File: config.mk
export PLATFORM = sky130hd
export DESIGN_NAME = hsv_to_rgb_8bit
export DESIGN_NICKNAME = d
export VERILOG_FILES = /design/src/hdl/h2r_pkg.sv /design/src/hdl/h2r_front.sv /design/src/hdl/h2r_levels.sv /design/src/hdl/h2r_route.sv /design/src/hdl/hsv_to_rgb_8bit.sv
export SDC_FILE = /design/constraint.sdc
export NUM_CORES = 1
export LEC_CHECK = 0
export BUFFER_PORTS_ARGS = -buffer_cell sky130_fd_sc_hd__clkbuf_2
export CAP_MARGIN = 20
export CORE_ASPECT_RATIO = 1.1
export CORE_MARGIN = 4
export CORE_UTILIZATION = 70
export DETAILED_ROUTE_END_ITERATION = 12
export HOLD_SLACK_MARGIN = 0.03
export PLACE_DENSITY = 0.88
export SKIP_LAST_GASP = 1
export SLEW_MARGIN = 20
export SYNTH_ARGS = -nofsm -noshare
export SYNTH_HDL_FRONTEND = slang
export SYNTH_SLANG_ARGS = --single-unit
export TNS_END_PERCENT = 10
File: constraint.sdc
create_clock -name clk -period 8.5 [get_ports clk]
set_input_delay 1.275 -clock clk [delete_from_list [all_inputs] [get_ports clk]]
set_output_delay 1.275 -clock clk [all_outputs]
set_load 0.02 [all_outputs]
File: src/hdl/h2r_pkg.sv
`timescale 1ns / 1ps

package h2r_pkg;

    localparam int unsigned CHAN_W     = 8;
    localparam int unsigned HUE_SPAN   = 43;  // hue codes per sector; the last sector, 215..255, has 41
    localparam int unsigned FRAC_SCALE = 6;   // stretches the in-sector offset to 0..252
    localparam int unsigned OFFSET_W   = 6;   // in-sector offset is 0..42

    typedef logic [CHAN_W-1:0] chan_t;

    // Hue sectors, named by the primary ramp they cover
    typedef enum logic [2:0] {
        SEC_RY = 3'd0,  // red to yellow
        SEC_YG = 3'd1,  // yellow to green
        SEC_GC = 3'd2,  // green to cyan
        SEC_CB = 3'd3,  // cyan to blue
        SEC_BM = 3'd4,  // blue to magenta
        SEC_MR = 3'd5   // magenta to red
    } sector_t;

    // After hue split and p level
    typedef struct packed {
        sector_t sector;
        chan_t   frac;
        chan_t   sat;
        chan_t   bri;
        chan_t   p;
    } front_t;

    // After saturation scaling by frac and 255 - frac
    typedef struct packed {
        sector_t sector;
        chan_t   bri;
        chan_t   p;
        chan_t   sat_fall;
        chan_t   sat_rise;
    } sat_t;

    // All four levels ready for routing
    typedef struct packed {
        sector_t sector;
        chan_t   bri;
        chan_t   p;
        chan_t   q;
        chan_t   t;
    } level_t;

    // (x * (k + 1)) >> 8, exact for k = 255
    function automatic chan_t scale_by(input chan_t x, input chan_t k);
        logic [2*CHAN_W:0] prod;
        prod = {1'b0, x} * ({1'b0, k} + (CHAN_W+1)'(1));
        return prod[2*CHAN_W-1:CHAN_W];
    endfunction

endpackage

File: src/hdl/h2r_front.sv
`timescale 1ns / 1ps

module h2r_front (
    input  logic             clk,
    input  logic             rst_n,
    input  logic             in_valid,
    output logic             in_ready,
    input  h2r_pkg::chan_t   hue,
    input  h2r_pkg::chan_t   saturation,
    input  h2r_pkg::chan_t   brightness,
    output logic             out_valid,
    input  logic             out_ready,
    output h2r_pkg::front_t  out_data
);

    logic                          valid_reg;
    h2r_pkg::front_t               data_reg;
    h2r_pkg::front_t               data_next;
    h2r_pkg::sector_t              sector;
    h2r_pkg::chan_t                base;
    logic [h2r_pkg::OFFSET_W-1:0]  offset;

    // sector = hue / 43 by threshold compare
    always_comb
    begin
        if (hue >= h2r_pkg::CHAN_W'(5 * h2r_pkg::HUE_SPAN))
            sector = h2r_pkg::SEC_MR;
        else if (hue >= h2r_pkg::CHAN_W'(4 * h2r_pkg::HUE_SPAN))
            sector = h2r_pkg::SEC_BM;
        else if (hue >= h2r_pkg::CHAN_W'(3 * h2r_pkg::HUE_SPAN))
            sector = h2r_pkg::SEC_CB;
        else if (hue >= h2r_pkg::CHAN_W'(2 * h2r_pkg::HUE_SPAN))
            sector = h2r_pkg::SEC_GC;
        else if (hue >= h2r_pkg::CHAN_W'(h2r_pkg::HUE_SPAN))
            sector = h2r_pkg::SEC_YG;
        else
            sector = h2r_pkg::SEC_RY;
    end

    always_comb
    begin
        base   = h2r_pkg::CHAN_W'(32'(sector) * h2r_pkg::HUE_SPAN);
        offset = h2r_pkg::OFFSET_W'(hue - base);
        data_next.sector = sector;
        data_next.frac   = h2r_pkg::CHAN_W'(32'(offset) * h2r_pkg::FRAC_SCALE);
        data_next.sat    = saturation;
        data_next.bri    = brightness;
        data_next.p      = h2r_pkg::scale_by(brightness, ~saturation);
    end

    assign in_ready = !valid_reg || out_ready;

    always_ff @(posedge clk or negedge rst_n)
    begin
        if (!rst_n)
            valid_reg <= 1'b0;
        else if (in_ready)
            valid_reg <= in_valid;
    end

    always_ff @(posedge clk)
    begin
        if (in_ready && in_valid)
            data_reg <= data_next;
    end

    assign out_valid = valid_reg;
    assign out_data  = data_reg;

endmodule

File: src/hdl/h2r_levels.sv
`timescale 1ns / 1ps

module h2r_levels (
    input  logic             clk,
    input  logic             rst_n,
    input  logic             in_valid,
    output logic             in_ready,
    input  h2r_pkg::front_t  in_data,
    output logic             out_valid,
    input  logic             out_ready,
    output h2r_pkg::level_t  out_data
);

    logic             sat_valid_reg;
    h2r_pkg::sat_t    sat_reg;
    h2r_pkg::sat_t    sat_next;
    logic             sat_ready;
    logic             lvl_valid_reg;
    h2r_pkg::level_t  lvl_reg;
    h2r_pkg::level_t  lvl_next;

    // stage A: s scaled by frac and by 255 - frac
    always_comb
    begin
        sat_next.sector   = in_data.sector;
        sat_next.bri      = in_data.bri;
        sat_next.p        = in_data.p;
        sat_next.sat_fall = h2r_pkg::scale_by(in_data.sat, in_data.frac);
        sat_next.sat_rise = h2r_pkg::scale_by(in_data.sat, ~in_data.frac);
    end

    // stage B: q and t from brightness
    always_comb
    begin
        lvl_next.sector = sat_reg.sector;
        lvl_next.bri    = sat_reg.bri;
        lvl_next.p      = sat_reg.p;
        lvl_next.q      = h2r_pkg::scale_by(sat_reg.bri, ~sat_reg.sat_fall);
        lvl_next.t      = h2r_pkg::scale_by(sat_reg.bri, ~sat_reg.sat_rise);
    end

    assign sat_ready = !lvl_valid_reg || out_ready;
    assign in_ready  = !sat_valid_reg || sat_ready;

    always_ff @(posedge clk or negedge rst_n)
    begin
        if (!rst_n)
        begin
            sat_valid_reg <= 1'b0;
            lvl_valid_reg <= 1'b0;
        end
        else
        begin
            if (in_ready)
                sat_valid_reg <= in_valid;
            if (sat_ready)
                lvl_valid_reg <= sat_valid_reg;
        end
    end

    always_ff @(posedge clk)
    begin
        if (in_ready && in_valid)
            sat_reg <= sat_next;
        if (sat_ready && sat_valid_reg)
            lvl_reg <= lvl_next;
    end

    assign out_valid = lvl_valid_reg;
    assign out_data  = lvl_reg;

endmodule

File: src/hdl/h2r_route.sv
`timescale 1ns / 1ps

module h2r_route (
    input  logic             clk,
    input  logic             rst_n,
    input  logic             in_valid,
    output logic             in_ready,
    input  h2r_pkg::level_t  in_data,
    output logic             out_valid,
    input  logic             out_ready,
    output h2r_pkg::chan_t   red,
    output h2r_pkg::chan_t   green,
    output h2r_pkg::chan_t   blue
);

    logic            valid_reg;
    h2r_pkg::chan_t  red_reg;
    h2r_pkg::chan_t  green_reg;
    h2r_pkg::chan_t  blue_reg;
    h2r_pkg::chan_t  red_next;
    h2r_pkg::chan_t  green_next;
    h2r_pkg::chan_t  blue_next;

    always_comb
    begin
        case (in_data.sector)
            h2r_pkg::SEC_RY:
            begin
                red_next = in_data.bri; green_next = in_data.t;   blue_next = in_data.p;
            end
            h2r_pkg::SEC_YG:
            begin
                red_next = in_data.q;   green_next = in_data.bri; blue_next = in_data.p;
            end
            h2r_pkg::SEC_GC:
            begin
                red_next = in_data.p;   green_next = in_data.bri; blue_next = in_data.t;
            end
            h2r_pkg::SEC_CB:
            begin
                red_next = in_data.p;   green_next = in_data.q;   blue_next = in_data.bri;
            end
            h2r_pkg::SEC_BM:
            begin
                red_next = in_data.t;   green_next = in_data.p;   blue_next = in_data.bri;
            end
            default:
            begin
                red_next = in_data.bri; green_next = in_data.p;   blue_next = in_data.q;
            end
        endcase
    end

    assign in_ready = !valid_reg || out_ready;

    always_ff @(posedge clk or negedge rst_n)
    begin
        if (!rst_n)
            valid_reg <= 1'b0;
        else if (in_ready)
            valid_reg <= in_valid;
    end

    always_ff @(posedge clk)
    begin
        if (in_ready && in_valid)
        begin
            red_reg   <= red_next;
            green_reg <= green_next;
            blue_reg  <= blue_next;
        end
    end

    assign out_valid = valid_reg;
    assign red       = red_reg;
    assign green     = green_reg;
    assign blue      = blue_reg;

endmodule

File: src/hdl/hsv_to_rgb_8bit.sv
`timescale 1ns / 1ps

// HSV to RGB converter, 8 bits per channel, six-sector scheme.
// Input channel: hue, saturation, brightness with in_valid / in_ready.
// Output channel: red, green, blue with out_valid / out_ready.
// A transaction moves on a channel when its valid and ready are both high.
// Pipeline: four register stages, at most one scaling multiply (8 x 9 bits) deep per stage:
//   1. hue split into sector and in-sector offset, p level
//   2. saturation scaled by the offset and by its complement
//   3. q and t levels from brightness
//   4. sector routing into the output registers
// Path: an accepted transaction passes the front, saturation, level and output
// registers in that order before it appears on the outputs.
// Throughput: one transaction per clock, sustained while the receiver does not stall.
// Each stage has its own valid bit and advances when it is empty or the stage
// after it advances, so a receiver stall fills bubbles first and then pushes
// back to in_ready; nothing is dropped or duplicated.
// Reset (rst_n low, asynchronous) empties all stages; out_valid drops at once.
// Zero saturation gives grey on its own: every level then equals brightness.
module hsv_to_rgb_8bit (
    input  logic            clk,
    input  logic            rst_n,
    input  logic            in_valid,
    output logic            in_ready,
    input  h2r_pkg::chan_t  hue,
    input  h2r_pkg::chan_t  saturation,
    input  h2r_pkg::chan_t  brightness,
    output logic            out_valid,
    input  logic            out_ready,
    output h2r_pkg::chan_t  red,
    output h2r_pkg::chan_t  green,
    output h2r_pkg::chan_t  blue
);

    // front stage to level stages
    logic             front_valid;
    logic             front_ready;
    h2r_pkg::front_t  front_data;

    // level stages to routing stage
    logic             level_valid;
    logic             level_ready;
    h2r_pkg::level_t  level_data;

    h2r_front u_front (
        .clk        (clk),
        .rst_n      (rst_n),
        .in_valid   (in_valid),
        .in_ready   (in_ready),
        .hue        (hue),
        .saturation (saturation),
        .brightness (brightness),
        .out_valid  (front_valid),
        .out_ready  (front_ready),
        .out_data   (front_data)
    );

    h2r_levels u_levels (
        .clk        (clk),
        .rst_n      (rst_n),
        .in_valid   (front_valid),
        .in_ready   (front_ready),
        .in_data    (front_data),
        .out_valid  (level_valid),
        .out_ready  (level_ready),
        .out_data   (level_data)
    );

    h2r_route u_route (
        .clk        (clk),
        .rst_n      (rst_n),
        .in_valid   (level_valid),
        .in_ready   (level_ready),
        .in_data    (level_data),
        .out_valid  (out_valid),
        .out_ready  (out_ready),
        .red        (red),
        .green      (green),
        .blue       (blue)
    );

endmodule

==> flow_summary.yaml, run 1 <==
floorplanning:
  die_y_um: 166
  rows: 57
  io_pins: 54
  start_util_pct: 71.8
  core_area_um2: 22300
  die_area_um2: 25300
  fp.dieW_um: 152
sta:
  setup-violations-final: 0
  tightest_slew_ps: 1090
  relSlewSlack_pct: 26.9
  skew_ps: 9.40
  hold_viol_final: 0
  min_period_ps: 6360
  drv_slew: 0
  finalCritPeriodShare_pct: 74.9
  finalSetupTns_ps: 0
  clock.fmax_mhz: 157
  rsz0062_at_grt: "false"
clock_network:
  root_buffer: "clkbuf_16"
  ctsResizeCount: 0
  cts_post_setup_buffers_inserted: 0
  clockBufferDepth: 2
  cts_tree: "done"
  clk_latency_ps: 440
  cts-htree-levels: 4
  numCtsBuffers: 17
  cts.clk_slew.worst_paths_ps: 60
  clock_sinks: 132
  ctsHoldBuffers: 0
yosys:
  syn_area_per_cell_um2: 10.1
  ys.warnings.count: 0
  ys_ff_latch: 132
  yosysTopAreaCell: "fa_1"
  syn_area_um2: 16000
  syn_nets: 1979
  synth_seq_area_share_pct: 24.7
  synthDominantCellAreaShare_pct: 24.2
  yosysMostFrequentCell: "inv_1"
  ys_top_cells_by_area: "fa_1 24%, edfxtp_1 24%, ha_1 14%"
  ys_types: 63
  synth-main-ff-cell: "edfxtp_1"
  synthesis.instances: 1580
  synthArstFlopShare_pct: 3.03
  synth-edff-count: 128
  synthTopCellsByCount: "284 x inv_1, 193 x fa_1, 178 x ha_1"
setup_path:
  critPathLaunchType: "primary input"
  cp.required_ps: 8690
  crit_type: "primary input to flip-flop"
  crit_fanout: 10
  end_kind: "flip-flop"
  critPathSlowestCell: "fa_1"
  worstPathCellList: "clkbuf_2 > inv_1 > ha_1 > or3b_1 > nor3_1 > xnor2_1 > nand2_1 > fa_1 > inv_1 > fa_1 > fa_1 > inv_1 > fa_1 > inv_1 > ha_1 > o21ai_0 > nand2b_1 > a21oi_1 > nand2b_1 > o311ai_0 > a211o_1"
  crit_arrival_ps: 6560
  cpPeakStageDelay_ps: 560
route:
  postRouteAntennaNets: 0
  firstDrtPassIters: 7
  avgRoutedWirePerCell_um: 17.1
  wirelength_um: 32800
  drcViolationCount: 0
  drt_iter0_drc: 763
  vias: 11400
  via_per_inst: 5.91
global_route:
  grt_antenna_before_repair: 0
  grt_pass1_wl_um: 57000
  grt_usage_pct: 27.1
  grt_max_degree: 49
  grt_pass1_vias: 12300
  overflow: 0
finish:
  largest_reg_flops: 35
  final_cells: 1923
  fillerInstances: 1399
  utilization_pct: 76.6
  synthToLayoutAreaGrowth_pct: 6.78
  drive_gt1_share_pct: 8.48
  final_nets: 2014
  diodes: 0
placement:
  io_buffers: 53
  place_hpwl_um: 24500
  dp_cells: 1891
  gp_congestion: 0.899
job:
  drv_cap: 0
outcome:
  status: "complete, no violations"
min_path:
  hp-class: "flip-flop to flip-flop"
## layer usage
| metal | part of all wire (%) | global-route usage (%) |
|---|---|---|
| met4 | 2.7 | 9.77 |
| met2 | 53 | 48.4 |
| met1 | 39 | 33.3 |
| met3 | 5.4 | 4.36 |
| met5 | 0 | 0 |
## worst paths after layout
kind | to | depth (start not counted) | start | slack, ps
hold reg to reg | u_levels.lvl_next[21] | 0 | u_front.out_data[5] | 420
setup reg to reg | u_levels.out_data[15] | 20 | u_levels.sat_reg[8] | 2250
hold / removal | u_levels.lvl_next[21] | 0 | u_front.out_data[5] | 420
min in group asynchronous | u_levels.out_valid | 1 | rst_n | 630
max in group asynchronous | u_front.out_valid | 1 | rst_n | 7740
setup / recovery | u_front.out_data[6] | 21 | saturation[0] | 2140
## critical path, delay by kind of cell
family / cells / cell delay (ps)
compound gates: 4 / 750
xor+xnor: 1 / 330
fa+ha+maj: 6 / 2630
buf+inv: 5 / 420
simple gates: 5 / 1130
## layout by cell type (no fill, tap or decap), drive strengths merged, types with 10 or more instances in the layout
master,count
nor2b,12
edfxtp,128
ha,178
mux2,25
nand2,162
xor2,20
a21o,13
xnor2,63
mux2i,16
and2,175
o22ai,16
o21ai,19
nand3,10
nor2,46
a21oi,58
inv,294
clkbuf,70
nand2b,11
fa,193
nor3,15
a211oi,22
## logic make-up (layout without fill, tap and decap cells)
family | after synthesis | in the layout | share of synthesized area (%)
adder cells (fa/ha/maj) | 371 | 371 | 38.1
XOR/XNOR | 83 | 83 | 4.69
AND/OR/NAND/NOR | 463 | 463 | 15.3
multiplexers | 41 | 41 | 2.79
buffers and inverters | 327 | 375 | 7.69
AO/OA/AOI/OAI | 163 | 163 | 6.70
flip-flops | 132 | 132 | 24.7
## stage by stage
stage	worst slack [ps]	hold slack, ps	area (um^2)
final	2140	419	17100
after global routing	1910	420	17100
after CTS	2180	416	17100
after detailed placement	1750	405	16500
after global placement	2030	400	16500
after floorplan	2420	400	16000
## cell type report
class,count,area [um^2],area share (%)
sequential,132,3940,23.1
timing repair buffer,59,310,1.82
tap,295,369,2.16
multi-input combinational,1121,10800,63.4
clock inverter,15,134,0.785
inverter,284,1070,6.25
clock buffer,17,425,2.49
Power of run 1 is left out: the tool's default activity adds up to more than one toggle a clock period on the data nets, which glitch-free logic cannot reach.
==> run 2, diff against run 1 <==
--- a/config.mk
+++ b/config.mk
@@ -9,10 +9,10 @@
 export CAP_MARGIN = 20
 export CORE_ASPECT_RATIO = 1.1
 export CORE_MARGIN = 4
-export CORE_UTILIZATION = 70
+export CORE_UTILIZATION = 65
 export DETAILED_ROUTE_END_ITERATION = 12
 export HOLD_SLACK_MARGIN = 0.03
-export PLACE_DENSITY = 0.88
+export PLACE_DENSITY = 0.83
 export SKIP_LAST_GASP = 1
 export SLEW_MARGIN = 20
 export SYNTH_ARGS = -nofsm -noshare
==> constraint.sdc (replaced) <==
create_clock -name clk -period 6.64 [get_ports clk]
set_input_delay 0.996 -clock clk [delete_from_list [all_inputs] [get_ports clk]]
set_output_delay 0.996 -clock clk [all_outputs]
set_load 0.02 [all_outputs]
==> run 2 against run 1 <==
Sequential cell count is the same; register-to-register slack got worse by 1600 ps; die area is 7.3% higher; non-clock buffer count grew 5; global-route usage down 2.1 points; clock skew is 3.7 ps higher; design area up 0.48%.
==> flow_summary.yaml, run 2 (same netlist as run 1, synthesis figures left out) <==
clock_network:
  clk_latency_ps: 430
  cts.clk_slew.worst_paths_ps: 60
  clockBufferDepth: 2
  ctsHoldBuffers: 0
  cts-htree-levels: 4
  numCtsBuffers: 17
  clock_sinks: 132
  root_buffer: "clkbuf_16"
  cts_post_setup_buffers_inserted: 0
  cts_tree: "done"
  ctsResizeCount: 0
finish:
  mostFrequentLayoutCells: "284 x inv_1, 193 x fa_1, 178 x ha_1"
  multi_input_area_um2: 10800
  fillerInstances: 1700
  final_nets: 2019
  regArea_um2: 3940
  largest_reg_flops: 35
  drive_gt1_share_pct: 8.76
  diodes: 0
  synthToLayoutAreaGrowth_pct: 7.29
  layout_commonest_cell: "inv_1"
route:
  drt_iter0_drc: 746
  drcViolationCount: 0
  via_per_inst: 5.72
  vias: 11100
  postRouteAntennaNets: 0
  firstDrtPassIters: 5
  avgRoutedWirePerCell_um: 16.6
  wirelength_um: 32200
setup_path:
  crit_arrival_ps: 6210
  rr_worst_depth: 19
  worstPathCellList: "clkbuf_2 > inv_1 > ha_1 > or3b_1 > nor3_1 > xnor2_1 > nand2_1 > fa_1 > inv_1 > fa_1 > fa_1 > inv_1 > fa_1 > inv_1 > ha_1 > o21ai_0 > nand2b_1 > a21oi_1 > nand2b_1 > o311ai_0 > a211o_1"
  cpPeakStageDelay_ps: 570
  r2r-start: "u_levels.sat_reg[8]"
  crit_type: "primary input to flip-flop"
  cp.required_ps: 6810
  critPathLaunchType: "primary input"
  r2r-end: "u_levels.out_data[15]"
  worst-r2r-setup-slack_ps: 660
  end_kind: "flip-flop"
  critPathSlowestCell: "fa_1"
  crit_fanout: 10
global_route:
  grt_max_degree: 49
  grt_pass1_wl_um: 54800
  grt_usage_pct: 25.0
  grt_pass1_vias: 11900
  overflow: 0
  grt_antenna_before_repair: 0
placement:
  place_hpwl_um: 24700
  io_buffers: 53
  gp_congestion: 0.863
floorplanning:
  die_y_um: 172
  io_pins: 54
  core_area_um2: 23900
  die_area_um2: 27100
  fp.dieW_um: 157
  rows: 59
  start_util_pct: 66.8
sta:
  drv_slew: 0
  setup-violations-final: 0
  finalSetupTns_ps: 0
  finalCritPeriodShare_pct: 90.9
  min_period_ps: 6030
  relSlewSlack_pct: 25.3
  hold_viol_final: 0
  rsz0062_at_grt: "false"
  clock.fmax_mhz: 166
  tightest_slew_ps: 1120
  skew_ps: 13.1
outcome:
  status: "complete, no violations"
min_path:
  hp-class: "primary input to asynchronous set/reset pin"
job:
  drv_cap: 0
[run 2: metal layers]
metal  vias up  track usage, %  wire length [um]
met5         -               0                 0
met1      5533            31.2             13200
met2       280            45.4             17000
met3        61            3.63              1420
li1       5202               -                 -
met4         0            6.88               612
[run 2: final cells by class]
cell class / instances / share of cell area [%]
timing repair buffer: 64 / 2.03
multi-input combinational: 1121 / 63.1
inverter: 284 / 6.22
clock inverter: 15 / 0.964
tap: 305 / 2.23
clock buffer: 17 / 2.48
sequential: 132 / 23.0
[run 2: worst max-delay path by stage]
stage	startpoint	slack (ps)	to
after detailed placement	saturation[0]	240	u_front.out_data[6]
after global placement	saturation[0]	460	u_front.out_data[6]
after floorplan	saturation[0]	840	u_front.out_data[6]
final	saturation[0]	610	u_front.out_data[6]
after global routing	u_levels.sat_reg[8]	340	u_levels.out_data[15]
after CTS	u_levels.sat_reg[8]	680	u_levels.out_data[15]
[run 2: per-stage QoR]
| step | cells | hold slack [ps] | utilization (%) | setup slack (ps) | instance area, um^2 |
|---|---|---|---|---|---|
| after detailed placement | 1906 | 405 | 69.2 | 238 | 16500 |
| after floorplan | 1580 | 400 | - | 837 | 16000 |
| after global placement | 1906 | 401 | 69.2 | 458 | 16500 |
| final | 1938 | 365 | 71.6 | 606 | 17100 |
| after global routing | 1938 | 361 | 71.6 | 339 | 17100 |
| after CTS | 1938 | 355 | 71.6 | 684 | 17100 |
[run 2: critical path, delay by kind of cell]
kind | cells | cell delay (ps)
adder cells (fa/ha/maj) | 6 | 2580
buffers and inverters | 5 | 390
AND/OR/NAND/NOR | 5 | 1120
XOR/XNOR | 1 | 330
AO/OA/AOI/OAI | 4 | 790
Power of run 2 is left out for the same reason.
